$ cat src/hdl/deque_with_value_delete_core_assert.svh
// assertion macros for the deque core top level
// depends on a clk and an arst_n signal in the scope of each use
`ifndef DEQUE_WITH_VALUE_DELETE_CORE_ASSERT_SVH
`define DEQUE_WITH_VALUE_DELETE_CORE_ASSERT_SVH

// same-cycle implication, disabled during reset
`define DQVD_ASSERT_NOW(lbl, ante, cons, msg) \
	lbl: assert property (@(posedge clk) disable iff (!arst_n) (ante) |-> (cons)) \
		else $error(msg);

// next-cycle implication, disabled during reset
`define DQVD_ASSERT_NEXT(lbl, ante, cons, msg) \
	lbl: assert property (@(posedge clk) disable iff (!arst_n) (ante) |=> (cons)) \
		else $error(msg);

`endif

$ cat src/hdl/dqvd_pkg.sv
// types, sizes and codes of the deque core
// no dependencies
package dqvd_pkg;

	localparam int unsigned DEPTH    = 16;
	localparam int unsigned ENTRY_W  = 32;
	localparam int unsigned CNT_W    = $clog2(DEPTH + 1);
	localparam int unsigned IDX_W    = (DEPTH > 1) ? $clog2(DEPTH) : 1;

	localparam int unsigned ACTION_W = 3;
	localparam int unsigned VALUE_W  = 32;
	localparam int unsigned STATUS_W = 2;
	localparam int unsigned COUNT_W  = 5;

	typedef enum logic [ACTION_W-1:0] {
		ACT_PUSH_FRONT = 3'd0,
		ACT_PUSH_BACK  = 3'd1,
		ACT_POP_FRONT  = 3'd2,
		ACT_POP_BACK   = 3'd3,
		ACT_DELETE     = 3'd4
	} action_t;

	typedef enum logic [STATUS_W-1:0] {
		ST_OK       = 2'd0,
		ST_EMPTY    = 2'd1,
		ST_FULL     = 2'd2,
		ST_NOTFOUND = 2'd3
	} status_t;

	// operation broadcast to the cells, already gated by transfer and full/empty
	typedef enum logic [2:0] {
		OP_NOP,
		OP_PUSH_FRONT,
		OP_PUSH_BACK,
		OP_POP_FRONT,
		OP_POP_BACK,
		OP_DELETE
	} op_t;

	typedef struct packed {
		logic [ACTION_W-1:0] action;
		logic [VALUE_W-1:0]  value;
	} in_item_t;

	typedef struct packed {
		logic [VALUE_W-1:0]  popped_value;
		logic [STATUS_W-1:0] status;
		logic [VALUE_W-1:0]  head_value;
		logic [VALUE_W-1:0]  tail_value;
		logic [COUNT_W-1:0]  entry_count;
	} out_item_t;

	typedef struct packed {
		op_t                op;
		logic [ENTRY_W-1:0] value;
		logic [CNT_W-1:0]   count;
	} cell_ctrl_t;

	typedef struct packed {
		logic [ENTRY_W-1:0] data;
		logic [ENTRY_W-1:0] next_data;
		logic               seen;
		logic [ENTRY_W-1:0] tail_part;
		logic [ENTRY_W-1:0] back_part;
	} cell_out_t;

endpackage

$ cat src/hdl/dqvd_in_if.sv
// input channel of the deque core: valid/ready with an action and a value
// depends on dqvd_pkg
interface dqvd_in_if import dqvd_pkg::*; ();
	logic     valid;
	logic     ready;
	in_item_t data;

	modport source (output valid, output data, input ready);
	modport sink   (input valid, input data, output ready);
endinterface

$ cat src/hdl/dqvd_out_if.sv
// result channel of the deque core: valid/ready with one result item
// depends on dqvd_pkg
interface dqvd_out_if import dqvd_pkg::*; ();
	logic      valid;
	logic      ready;
	out_item_t data;

	modport source (output valid, output data, input ready);
	modport sink   (input valid, input data, output ready);
endinterface

$ cat src/hdl/deque_with_value_delete_core.sv
// top level of the deque core: action decode, count, cell row and result register
// depends on dqvd_pkg, dqvd_in_if, dqvd_out_if, dqvd_cell and the assertion header
//
// usage
//   in_ch carries one item per transfer: an action (push front, push back,
//   pop front, pop back, delete first matching value) and a value
//   out_ch gives exactly one result per input item, in order: popped value,
//   status, head and tail entries after the step, and entry count
//   the store is a row of DEPTH cells; every cell compares and shifts in
//   the same cycle, delete included
//   the result is registered and valid the cycle after the input transfer
//   throughput: one item per cycle while the receiver keeps taking results,
//   set by the cell row update and the one-entry result register
//   when the receiver stalls, the result register holds its item and
//   in_ch.ready drops until that result is taken; an item is accepted in the
//   same cycle that the waiting result is taken
//   reset clears the count and the result valid; entry contents are not
//   cleared and are only ever read below the count
module deque_with_value_delete_core import dqvd_pkg::*; (
	input  logic        clk,
	input  logic        arst_n,
	dqvd_in_if.sink     in_ch,
	dqvd_out_if.source  out_ch
);

	`include "deque_with_value_delete_core_assert.svh"

	logic             accept;
	logic             full;
	logic             empty;
	logic             found;
	op_t              op;
	status_t          status;
	cell_ctrl_t       ctrl;
	logic [CNT_W-1:0] count_q;
	logic [CNT_W-1:0] count_next;
	logic [ENTRY_W-1:0] tail_next;
	logic [ENTRY_W-1:0] back_val;
	logic [ENTRY_W-1:0] popped;
	logic [ENTRY_W-1:0] head_next;
	cell_out_t        cell_out [DEPTH];
	out_item_t        result_q;
	logic             out_valid_q;

	// result register parts the two sides
	assign in_ch.ready = !out_valid_q || out_ch.ready;
	assign accept      = in_ch.valid && in_ch.ready;

	assign full  = count_q == CNT_W'(DEPTH);
	assign empty = count_q == '0;

	// decode; rejected pushes and empty pops become no-ops for the cells
	// a delete miss is flagged at the result register, from the row's match flag
	always_comb begin
		op     = OP_NOP;
		status = ST_OK;
		case (in_ch.data.action)
			ACT_PUSH_FRONT: begin
				if (full) status = ST_FULL;
				else op = OP_PUSH_FRONT;
			end
			ACT_PUSH_BACK: begin
				if (full) status = ST_FULL;
				else op = OP_PUSH_BACK;
			end
			ACT_POP_FRONT: begin
				if (empty) status = ST_EMPTY;
				else op = OP_POP_FRONT;
			end
			ACT_POP_BACK: begin
				if (empty) status = ST_EMPTY;
				else op = OP_POP_BACK;
			end
			ACT_DELETE: begin
				op = OP_DELETE;
			end
			default: begin
				op = OP_NOP;
			end
		endcase
		if (!accept) op = OP_NOP;
	end

	assign ctrl.op    = op;
	assign ctrl.value = ENTRY_W'(in_ch.data.value);
	assign ctrl.count = count_q;

	// cell row, front at index 0; the match flag ripples toward the back
	for (genvar i = 0; i < DEPTH; i++) begin : g_cell
		logic [ENTRY_W-1:0] left_data;
		logic [ENTRY_W-1:0] right_data;
		logic               seen_in;

		if (i == 0) begin : g_front
			assign left_data = ctrl.value;
			assign seen_in   = 1'b0;
		end else begin : g_mid
			assign left_data = cell_out[i-1].data;
			assign seen_in   = cell_out[i-1].seen;
		end
		if (i == DEPTH - 1) begin : g_back
			assign right_data = '0;
		end else begin : g_inner
			assign right_data = cell_out[i+1].data;
		end

		dqvd_cell u_cell (
			.clk        (clk),
			.pos        (IDX_W'(i)),
			.ctrl       (ctrl),
			.count_next (count_next),
			.left_data  (left_data),
			.right_data (right_data),
			.seen_in    (seen_in),
			.cout       (cell_out[i])
		);
	end

	assign found = cell_out[DEPTH-1].seen;

	always_comb begin
		case (op)
			OP_PUSH_FRONT, OP_PUSH_BACK: count_next = count_q + 1'b1;
			OP_POP_FRONT, OP_POP_BACK:   count_next = count_q - 1'b1;
			OP_DELETE:                   count_next = found ? count_q - 1'b1 : count_q;
			default:                     count_next = count_q;
		endcase
	end

	// only the cell at the new back position and the old back position drive these
	always_comb begin
		tail_next = '0;
		back_val  = '0;
		for (int i = 0; i < DEPTH; i++) begin
			tail_next = tail_next | cell_out[i].tail_part;
			back_val  = back_val | cell_out[i].back_part;
		end
	end

	assign head_next = (count_next == '0) ? '0 : cell_out[0].next_data;

	always_comb begin
		case (op)
			OP_POP_FRONT: popped = cell_out[0].data;
			OP_POP_BACK:  popped = back_val;
			default:      popped = '0;
		endcase
	end

	always_ff @(posedge clk or negedge arst_n) begin
		if (!arst_n) begin
			count_q     <= '0;
			out_valid_q <= 1'b0;
		end else begin
			count_q <= count_next;
			if (accept) out_valid_q <= 1'b1;
			else if (out_ch.ready) out_valid_q <= 1'b0;
		end
	end

	always_ff @(posedge clk) begin
		if (accept) begin
			result_q.popped_value <= VALUE_W'(popped);
			// delete with no match anywhere in the row
			result_q.status       <= (op == OP_DELETE && !found) ? ST_NOTFOUND : status;
			result_q.head_value   <= VALUE_W'(head_next);
			result_q.tail_value   <= VALUE_W'(tail_next);
			result_q.entry_count  <= COUNT_W'(count_next);
		end
	end

	assign out_ch.valid = out_valid_q;
	assign out_ch.data  = result_q;

	`DQVD_ASSERT_NOW(a_count_range, 1'b1, count_q <= CNT_W'(DEPTH), "count beyond depth")
	`DQVD_ASSERT_NEXT(a_result_follows, accept, out_valid_q, "no result after transfer")
	`DQVD_ASSERT_NOW(a_count_matches, out_valid_q, result_q.entry_count == COUNT_W'(count_q), "result count differs from store")
	`DQVD_ASSERT_NOW(a_empty_zero, out_valid_q && (count_q == '0), (result_q.head_value == '0) && (result_q.tail_value == '0), "empty store reports entries")
	`DQVD_ASSERT_NEXT(a_pop_shrinks, op == OP_POP_FRONT || op == OP_POP_BACK, count_q == $past(count_q) - 1'b1, "pop did not shrink count")

endmodule

$ cat src/hdl/dqvd_cell.sv
// one storage cell of the deque row: holds one entry, shifts to or from its neighbors
// depends on dqvd_pkg
module dqvd_cell import dqvd_pkg::*; (
	input  logic               clk,
	input  logic [IDX_W-1:0]   pos,
	input  cell_ctrl_t         ctrl,
	input  logic [CNT_W-1:0]   count_next,
	input  logic [ENTRY_W-1:0] left_data,
	input  logic [ENTRY_W-1:0] right_data,
	input  logic               seen_in,
	output cell_out_t          cout
);

	logic [ENTRY_W-1:0] data_q;
	logic [ENTRY_W-1:0] data_d;
	logic [CNT_W-1:0]   pos_c;
	logic               occupied;
	logic               match;
	logic               seen;

	assign pos_c    = CNT_W'(pos);
	assign occupied = pos_c < ctrl.count;
	assign match    = (ctrl.op == OP_DELETE) && occupied && (data_q == ctrl.value);
	// set from the first match onward
	assign seen     = seen_in | match;

	always_comb begin
		case (ctrl.op)
			OP_PUSH_FRONT: data_d = (pos_c == '0) ? ctrl.value : left_data;
			OP_PUSH_BACK:  data_d = (pos_c == ctrl.count) ? ctrl.value : data_q;
			OP_POP_FRONT:  data_d = right_data;
			OP_DELETE:     data_d = seen ? right_data : data_q;
			default:       data_d = data_q;
		endcase
	end

	always_ff @(posedge clk) begin
		data_q <= data_d;
	end

	assign cout.data      = data_q;
	assign cout.next_data = data_d;
	assign cout.seen      = seen;
	assign cout.tail_part = ((pos_c + 1'b1) == count_next) ? data_d : '0;
	assign cout.back_part = ((pos_c + 1'b1) == ctrl.count) ? data_q : '0;

endmodule

$ cat src/flat_wrapper.sv
// flat-port wrapper written by rule: the top's interface ports become plain ports
module deque_with_value_delete_core_flat import dqvd_pkg::*;
  (clk, arst_n, in_ch_valid, in_ch_data, in_ch_ready, out_ch_valid, out_ch_data, out_ch_ready);
  dqvd_in_if in_ch_i ();
  dqvd_out_if out_ch_i ();
  input  logic clk;
  input  logic arst_n;
  input wire logic [$bits(in_ch_i.valid)-1:0] in_ch_valid;
  input wire logic [$bits(in_ch_i.data)-1:0] in_ch_data;
  output wire logic [$bits(in_ch_i.ready)-1:0] in_ch_ready;
  output wire logic [$bits(out_ch_i.valid)-1:0] out_ch_valid;
  output wire logic [$bits(out_ch_i.data)-1:0] out_ch_data;
  input wire logic [$bits(out_ch_i.ready)-1:0] out_ch_ready;
  assign in_ch_i.valid = in_ch_valid;
  assign in_ch_i.data = in_ch_data;
  assign in_ch_ready = in_ch_i.ready;
  assign out_ch_valid = out_ch_i.valid;
  assign out_ch_data = out_ch_i.data;
  assign out_ch_i.ready = out_ch_ready;
  deque_with_value_delete_core u_core (.clk(clk), .arst_n(arst_n), .in_ch(in_ch_i), .out_ch(out_ch_i));
endmodule
$ cat config.mk
export PLATFORM = sky130hd
export DESIGN_NAME = deque_with_value_delete_core_flat
export DESIGN_NICKNAME = d
export VERILOG_FILES = /design/src/hdl/dqvd_pkg.sv /design/src/hdl/dqvd_in_if.sv /design/src/hdl/dqvd_out_if.sv /design/src/hdl/deque_with_value_delete_core.sv /design/src/hdl/dqvd_cell.sv /design/src/flat_wrapper.sv
export VERILOG_INCLUDE_DIRS = /design/src /design/src/hdl
export SDC_FILE = /design/constraint.sdc
export NUM_CORES = 2
export LEC_CHECK = 0
export ABC_AREA = 1
export BUFFER_PORTS_ARGS = -buffer_cell sky130_fd_sc_hd__buf_2
export CAP_MARGIN = 30
export CELL_PAD_IN_SITES_DETAIL_PLACEMENT = 1
export CELL_PAD_IN_SITES_GLOBAL_PLACEMENT = 2
export CORE_UTILIZATION = 39
export DETAILED_ROUTE_END_ITERATION = 7
export HOLD_SLACK_MARGIN = 0.05
export PLACE_DENSITY = 0.88
export SLEW_MARGIN = 20
export SYNTH_ARGS = -nofsm -noshare
export SYNTH_HDL_FRONTEND = slang
export SYNTH_SLANG_ARGS = --single-unit
$ cat constraint.sdc
create_clock -name clk -period 10.3 [get_ports clk]
set_input_delay 0.515 -clock clk [delete_from_list [all_inputs] [get_ports clk]]
set_output_delay 0.515 -clock clk [all_outputs]
set_load 0.005 [all_outputs]
## Word level (Yosys, flattened, before mapping)

Cells that the tools add are included.

| operators by class | value |
|---|---|
| eq/ne operators | 58 |
| mux-type cells | 94 |
| $add $sub $neg | 2 |
| bitwise logic cells | 45 |
| reduce and logical (&&, ||, !) cells | 45 |
| $lt $le $gt $ge | 16 |

Operators by type and width:

| cell | count |
|---|---|
| two-way mux 32 bit | 64 |
| case mux 32 bit (4 select lines) | 16 |
| OR 32 bit | 30 |
| equality test 32 bit | 16 |
| equality test 4 x 5 -> 1 bit, first input constant | 16 |
| case mux 32 bit (2 select lines) | 1 |
| equality test 3 x 5 -> 1 bit, first input constant | 8 |
| less-than comparator 4 x 5 -> 1 bit, first input constant | 8 |
| logical AND 1 bit | 34 |
| equality test 2 x 5 -> 1 bit, first input constant | 4 |
| less-than comparator 3 x 5 -> 1 bit, first input constant | 4 |
| OR 1 bit | 15 |
| case mux 3 bit (5 select lines) | 1 |
| case mux 5 bit (3 select lines) | 1 |
| equality test 3 x 2 -> 1 bit, second input constant | 4 |
| equality test 1 x 5 -> 1 bit, first input constant | 2 |
| equality test 5 bit, first input constant | 2 |
| zero test 5 bit | 2 |
| less-than comparator 1 x 5 -> 1 bit, first input constant | 2 |
| less-than comparator 2 x 5 -> 1 bit, first input constant | 2 |
| equality test 3 bit, second input constant | 3 |
| OR reduction 2 bit | 4 |
| equality test 3 x 1 -> 1 bit, second input constant | 2 |
| two-way mux 2 bit | 3 |
| 11 further kinds | 16 |

| storage, ports and cells | value |
|---|---|
| logic and storage cells | 283 |
| flip-flop bits (word level) | 621 |
| input port bits | 39 |
| output and inout bits | 105 |

## Depth between registers and ports, before layout

| depth | value |
|---|---|
| depth in word-level cells | 41 |
| gate-level depth with buffers | 31 |
| gate-level depth less buffers | 28 |

## Modules after synthesis

A second synthesis with hierarchy kept.

| unflattened totals | value |
|---|---|
| cells, all modules | 13827 |
| area, all modules | 83093.4 um^2 |

By module, submodules not included:

| module | sequential area each (um^2) | area an instance (um^2) | cells an instance | times used |
|---|---|---|---|---|
| dqvd_cell | 640.6 | 4772.1 | 825 | 16 |
| deque_with_value_delete_core | 3243.1 | 6740.2 | 627 | 1 |

## Least setup slack after synthesis

No wires, ideal clock.

| path | value |
|---|---|
| path kind | reg2reg |
| start | register u_core.count_q[1] |
| end | register u_core.result_q, in the netlist u_core.out_ch.data[31] (data pin) |
| stages on the path, launching flop included | 30 |
| data arrival time | 3.584 ns |
| setup time | 0.254 ns |
| required time | 10.046 ns |
| period minus slack after synthesis | 3.838 ns |
| setup slack | 6.462 ns |
| path buffers | 4 |
| cells stage by stage | dfrtp_1 -> clkbuf_1 -> inv_1 -> ha_1 -> inv_1 -> nor2_2 -> nand2_1 -> nand2_1 -> nand2_1 -> nand3_4 -> nor2_1 -> nand3_1 -> nand3_2 -> nor2_4 -> nand4_4 -> nor2_4 -> nand4_2 -> nor2_2 -> nand4_2 -> nand2_1 -> nand2_1 -> nand2_1 -> buf_2 -> nor3_4 -> buf_4 -> buf_6 -> nand3_1 -> nand4_1 -> nor2_1 -> nand2_1 |

| on the way | value |
|---|---|
| word-level cells in the longest chain between the ends | 41 |
| elaborated cells between the ends (all ways) | 192 |
| classes of those cells | add/sub: 2; order compare: 16; eq/ne: 37; mux: 72; bitwise: 30; reduce/logical: 35 |

RTL lines:

| element | RTL line | RTL |
|---|---|---|
| start: declaration | deque_with_value_delete_core.sv:35 | `logic [CNT_W-1:0] count_q;` |
| start signal: assignment | deque_with_value_delete_core.sv:155 | `count_q <= count_next;` |
| equality test 5 bit / zero test 5 bit (equally long branches) | deque_with_value_delete_core.sv:49, deque_with_value_delete_core.sv:50, dqvd_cell.sv:30 |  |
| two-way mux 1 bit (tied with other cells) | deque_with_value_delete_core.sv:59 | `if (full) status = ST_FULL;` |
| case mux 3 bit (5 select lines) | deque_with_value_delete_core.sv:57 | `case (in_ch.data.action)` |
| two-way mux 3 bit | deque_with_value_delete_core.sv:81 | `if (!accept) op = OP_NOP;` |
| equality test 3 bit | deque_with_value_delete_core.sv:122, dqvd_cell.sv:23, dqvd_cell.sv:28 |  |
| logical AND 1 bit (2 in series) | dqvd_cell.sv:23 | `assign match = (ctrl.op == OP_DELETE) && occupied && (data_q == ctrl.value);` |
| OR 1 bit (15 in series) | dqvd_cell.sv:25 | `assign seen = seen_in \| match;` |
| two-way mux 5 bit | deque_with_value_delete_core.sv:125 | `OP_DELETE: count_next = found ? count_q - 1'b1 : count_q;` |
| case mux 5 bit (3 select lines) | deque_with_value_delete_core.sv:122 | `case (op)` |
| equality test 1 x 5 -> 1 bit / equality test 2 x 5 -> 1 bit (equally long branches) | dqvd_cell.sv:44 | `assign cout.tail_part = ((pos_c + 1'b1) == count_next) ? data_d : '0;` |
| two-way mux 32 bit | dqvd_cell.sv:44 |  |
| OR 32 bit (14 in series) | deque_with_value_delete_core.sv:135 | `tail_next = tail_next \| cell_out[i].tail_part;` |
| OR 32 bit * | deque_with_value_delete_core.sv:135 |  |
| via u_core.tail_next[26] | deque_with_value_delete_core.sv:37 | `logic [ENTRY_W-1:0] tail_next;` |
| end: declaration | deque_with_value_delete_core.sv:42 | `out_item_t result_q;` |

Mark *: on every way through the listed nets, which the timed path passes. The rest lies on a longest branch.
A chain may end at the register's enable or synchronous reset.

==> results.sh <==
export IMPL_status="completed"
export IMPL_critical_path_endpoint_type="flop"
export IMPL_wire_length_of_the_first_global_routing_pass_um=483000
export IMPL_timing_critical_path_fanout_max=24
export IMPL_grt_start_max_net_pins=118
export IMPL_setup_worst_path_start_class="flop"
export IMPL_multiInputGateArea_um2=31300
export IMPL_synth_main_ff_cell="sky130_fd_sc_hd__dfxtp_1"
export IMPL_fp_dieArea_um2=130000
export IMPL_worst_skew_pair_late_latency_ps=750
export IMPL_vias_in_the_first_global_route=60827
export IMPL_initial_utilization_pct=39.3
export IMPL_syn_inst=7807
export IMPL_rows=131
export IMPL_synth_yosys_warnings=0
export IMPL_reg2reg_setup_slack_ps=2450
export IMPL_synth_seq_area_share_pct=26.9
export IMPL_drc=0
export IMPL_vias=66617
export IMPL_min_period_ps=7850
export IMPL_power_share_clock_pct=19.0
export IMPL_worst_endpoint_required_ps=10740
export IMPL_place_gp_congestion=1.08
export IMPL_setup_ws_ps=2450
export IMPL_clock_tree_from_tritoncts="yes"
export IMPL_worstReg2RegEnd="u_core.out_ch.data[26]"
export IMPL_power_combinational_fraction_pct=51.4
export IMPL_routed_wirelength_um=351000
export IMPL_max_cap_viol_count=0
export IMPL_min_to="u_core.out_ch.valid"
export IMPL_detailroute_wirelength_met2_um=131000
export IMPL_dr_pass1_iters=7
export IMPL_timing_reg2reg_worst_path_depth=22
export IMPL_post_placement_worst_setup_slack_ps=3090
export IMPL_design_final_nets=7556
export IMPL_report_final_setup_viol=0
export IMPL_drive_gt1_share_pct=8.16
export IMPL_clock_sinks=621
export IMPL_clkTransAtPathRegs_ps=60
export IMPL_num_fill_cells=16569
export IMPL_detail_route_wl_per_cell_um=38.0
export IMPL_report_final_hold_viol_count=0
export IMPL_power_ir_vdd_worst_v=0.000311
export IMPL_cell_area_after_technology_mapping_um2=50200
export IMPL_synth_seq_cells=621
export IMPL_dieHeight_um=361
export IMPL_layout_common_cells="sky130_fd_sc_hd__nand2_1, sky130_fd_sc_hd__o21ai_0, sky130_fd_sc_hd__inv_1, sky130_fd_sc_hd__a21oi_1, sky130_fd_sc_hd__nand3_1"
export IMPL_fin_worst_skew_ps=46.3
export IMPL_grt_overflow_total=0
export IMPL_timing_worst_slew_pin_value_ps=1270
export IMPL_clk_root_buffer_cell="sky130_fd_sc_hd__clkbuf_16"
export IMPL_seq_power_share_pct=29.6
export IMPL_synth_edff_count=103
export IMPL_hold_path_class="primary input to flop"
export IMPL_post_cts_setup_buffers=0
export IMPL_ys_types=59
export IMPL_worstPathArrival_ps=8290
export IMPL_holdPathStages=4
export IMPL_asyncSetResetFlopFracSynth_pct=0.966
export IMPL_core_area_um2=128000
export IMPL_netSwitchingFraction_pct=57.5
export IMPL_htree_levels=3
export IMPL_post_detailed_route_count_of_antenna_violating_nets=0
export IMPL_worst_hold_startpoint="out_ch_ready"
export IMPL_criticalPathCategory="flop to flop"
export IMPL_intPower_w=0.00753
export IMPL_clock_fmax_mhz=127
export IMPL_drt_iter0_drc=12963
export IMPL_clock_path_buffers=3
export IMPL_syn_to_final_growth_pct=9.59
export IMPL_total_leakage_power_nw=20.6
export IMPL_antenna_found_initial=22
export IMPL_horizontal_die_dimension_um=361
export IMPL_final_common_cell="sky130_fd_sc_hd__nand2_1"
export IMPL_wl_met3_um=59900
export IMPL_synthesis_nets=7851
export IMPL_top_layer_used="met5"
export IMPL_maxSlewViolCount=0
export IMPL_via_per_inst=7.20
export IMPL_rr_startpoint="u_core.count_q[1]"
export IMPL_dp_final_hpwl_um=245000
export IMPL_seqCellArea_um2=13500
export IMPL_numCtsBuffers=85
export IMPL_synthesis_area_per_instance_um2=6.43
export IMPL_io_pins=144
export IMPL_cts_resized=0
export IMPL_powerDensity_nw_per_um2=322
export IMPL_io_buffer_count=143
export IMPL_met1_wire_length_um=134000
export IMPL_setup_tns_final_ps=0
export IMPL_rsz0062_at_grt="no"
export IMPL_timing_max_slew_rel_slack_pct=15.6
export IMPL_grt_total_usage_pct=51.6
export IMPL_p_sw_w=0.0102
export IMPL_period_share_pct=76.2
==> power groups by stage <==
stage | clock, W | sequential [W] | combinational (W)
after floorplan | 0 | 0.00445 | 0.00462
after global placement | 0 | 0.00508 | 0.00821
after detailed placement | 0 | 0.00511 | 0.00831
after CTS | 0.00334 | 0.00507 | 0.00836
after global routing | 0.00342 | 0.00526 | 0.00918
final | 0.00336 | 0.00524 | 0.00911
==> Yosys cell counts (3+ instances only) <==
cell type / instances / share of area, %
sky130_fd_sc_hd__clkbuf_1: 516 / 3.9
sky130_fd_sc_hd__a2111oi_0: 31 / 0.54
sky130_fd_sc_hd__ha_1: 5 / 0.12
sky130_fd_sc_hd__xor2_1: 89 / 1.6
sky130_fd_sc_hd__a32oi_1: 9 / 0.16
sky130_fd_sc_hd__inv_2: 14 / 0.10
sky130_fd_sc_hd__nand2_1: 1483 / 11
sky130_fd_sc_hd__edfxtp_1: 103 / 6.2
sky130_fd_sc_hd__nand4_1: 204 / 2.5
sky130_fd_sc_hd__xnor2_1: 154 / 2.7
sky130_fd_sc_hd__buf_2: 131 / 1.3
sky130_fd_sc_hd__nor2_4: 4 / 0.090
sky130_fd_sc_hd__nand3_1: 531 / 5.3
sky130_fd_sc_hd__o221a_2: 65 / 1.5
sky130_fd_sc_hd__a22oi_1: 112 / 1.7
sky130_fd_sc_hd__nand4_2: 4 / 0.10
sky130_fd_sc_hd__a21oi_1: 546 / 5.4
sky130_fd_sc_hd__nor2_2: 11 / 0.14
sky130_fd_sc_hd__dfxtp_1: 512 / 20
sky130_fd_sc_hd__o221ai_1: 109 / 1.9
sky130_fd_sc_hd__inv_1: 711 / 5.3
sky130_fd_sc_hd__buf_1: 46 / 0.34
sky130_fd_sc_hd__and3_1: 3 / 0.037
sky130_fd_sc_hd__and2_1: 5 / 0.062
sky130_fd_sc_hd__nor2_1: 453 / 3.4
sky130_fd_sc_hd__o21a_1: 14 / 0.21
sky130_fd_sc_hd__nor3b_1: 4 / 0.060
sky130_fd_sc_hd__o32a_1: 6 / 0.12
sky130_fd_sc_hd__a211oi_1: 126 / 1.9
sky130_fd_sc_hd__a31oi_1: 4 / 0.050
sky130_fd_sc_hd__nor4_1: 61 / 0.76
sky130_fd_sc_hd__o2111ai_1: 91 / 1.6
sky130_fd_sc_hd__o21ai_0: 1067 / 11
sky130_fd_sc_hd__clkinv_1: 13 / 0.097
sky130_fd_sc_hd__dfrtp_1: 6 / 0.30
sky130_fd_sc_hd__o22ai_1: 131 / 1.6
sky130_fd_sc_hd__a221oi_1: 178 / 3.1
sky130_fd_sc_hd__nor3_1: 32 / 0.32
sky130_fd_sc_hd__o211ai_1: 184 / 2.8
sky130_fd_sc_hd__buf_4: 16 / 0.24
==> sequential cells by signal, summed over array words and instances, names as in the netlist <==
| signal | flops |
|---|---|
| u_core.out_ch.data | 103 |
| u_core.g_cell.u_cell.data_q | 512 |
| u_core.count_q | 5 |
| u_core.out_ch.valid | 1 |
==> worst max path at each step <==
stage	start	end	slack (ps)
floorplan	u_core.count_q[1]	u_core.out_ch.data[31]	6460
global placement	u_core.count_q[0]	u_core.out_ch.data[26]	3260
detailed placement	u_core.count_q[1]	u_core.out_ch.data[26]	3090
CTS	u_core.count_q[0]	u_core.out_ch.data[26]	3050
global route	u_core.count_q[1]	u_core.out_ch.data[26]	2610
finish	u_core.count_q[1]	u_core.out_ch.data[26]	2450
==> worst max-delay path: stages (launching register included) <==
cell,delay (ps)
sky130_fd_sc_hd__dfrtp_1,570
sky130_fd_sc_hd__inv_1,190
sky130_fd_sc_hd__ha_1,240
sky130_fd_sc_hd__inv_1,120
sky130_fd_sc_hd__nor2_2,60
sky130_fd_sc_hd__nand2_1,210
sky130_fd_sc_hd__nand2_1,80
sky130_fd_sc_hd__nand2_1,180
sky130_fd_sc_hd__nand3_4,450
sky130_fd_sc_hd__nor2_1,930
sky130_fd_sc_hd__nand3_1,380
sky130_fd_sc_hd__nand2_1,140
sky130_fd_sc_hd__nand2_1,80
sky130_fd_sc_hd__nand2_1,70
sky130_fd_sc_hd__buf_4,380
sky130_fd_sc_hd__clkinv_1,940
sky130_fd_sc_hd__nand2_1,920
sky130_fd_sc_hd__buf_4,470
sky130_fd_sc_hd__o21ai_0,170
sky130_fd_sc_hd__nand3_1,110
sky130_fd_sc_hd__nand3_1,160
sky130_fd_sc_hd__nor2_1,500
sky130_fd_sc_hd__nand3_1,160
==> per-layer routing <==
layer | up-vias | track usage [%]
li1 | 27113 | -
met1 | 32557 | 68.1
met2 | 5902 | 66.6
met3 | 1027 | 24.1
met4 | 18 | 31.8
met5 | - | 0
==> per-stage QoR <==
stage / util, % / instance area (um2) / std cells / power, W / hold WS [ps]
floorplan: - / 50200 / 7807 / 0.00906 / 219
global placement: 40.5 / 51800 / 9071 / 0.0133 / 370
detailed placement: 40.6 / 51800 / 9075 / 0.0134 / 370
CTS: 42.9 / 54800 / 9234 / 0.0168 / 63.1
global route: 43.1 / 55000 / 9247 / 0.0179 / 129
finish: 43.1 / 55000 / 9255 / 0.0177 / 80.3
==> cell type report <==
class / instances / area share, %
multi-input cells: 5737 / 56.9
flip-flops and latches: 621 / 24.5
inverters: 739 / 5.11
clock buffers: 119 / 4.36
repair buffers: 328 / 4.19
well taps: 1662 / 3.78
clock inverters: 39 / 1.08
diodes: 10 / 0.0455
==> repair_timing <==
item	in CTS	in global routing
endpoints found under the setup margin	0	0
hold buffers	1	0
hold endpoints to repair	6	0
==> kinds of logic (layout without fill, tap and decap cells) <==
family / after synthesis / count (layout) / share of synthesized area, %
adders and majority gates: 5 / 5 / 0.125
buffers and inverters: 1449 / 1225 / 11.3
xor gates and xnor gates: 243 / 243 / 4.24
DFF: 621 / 621 / 26.9
other: 0 / 10 / 0
AOI/OAI and AO/OA: 2680 / 2680 / 33.3
and+or+nand+nor: 2809 / 2809 / 24.2
No activity file was read; power rests on OpenSTA's default activity.
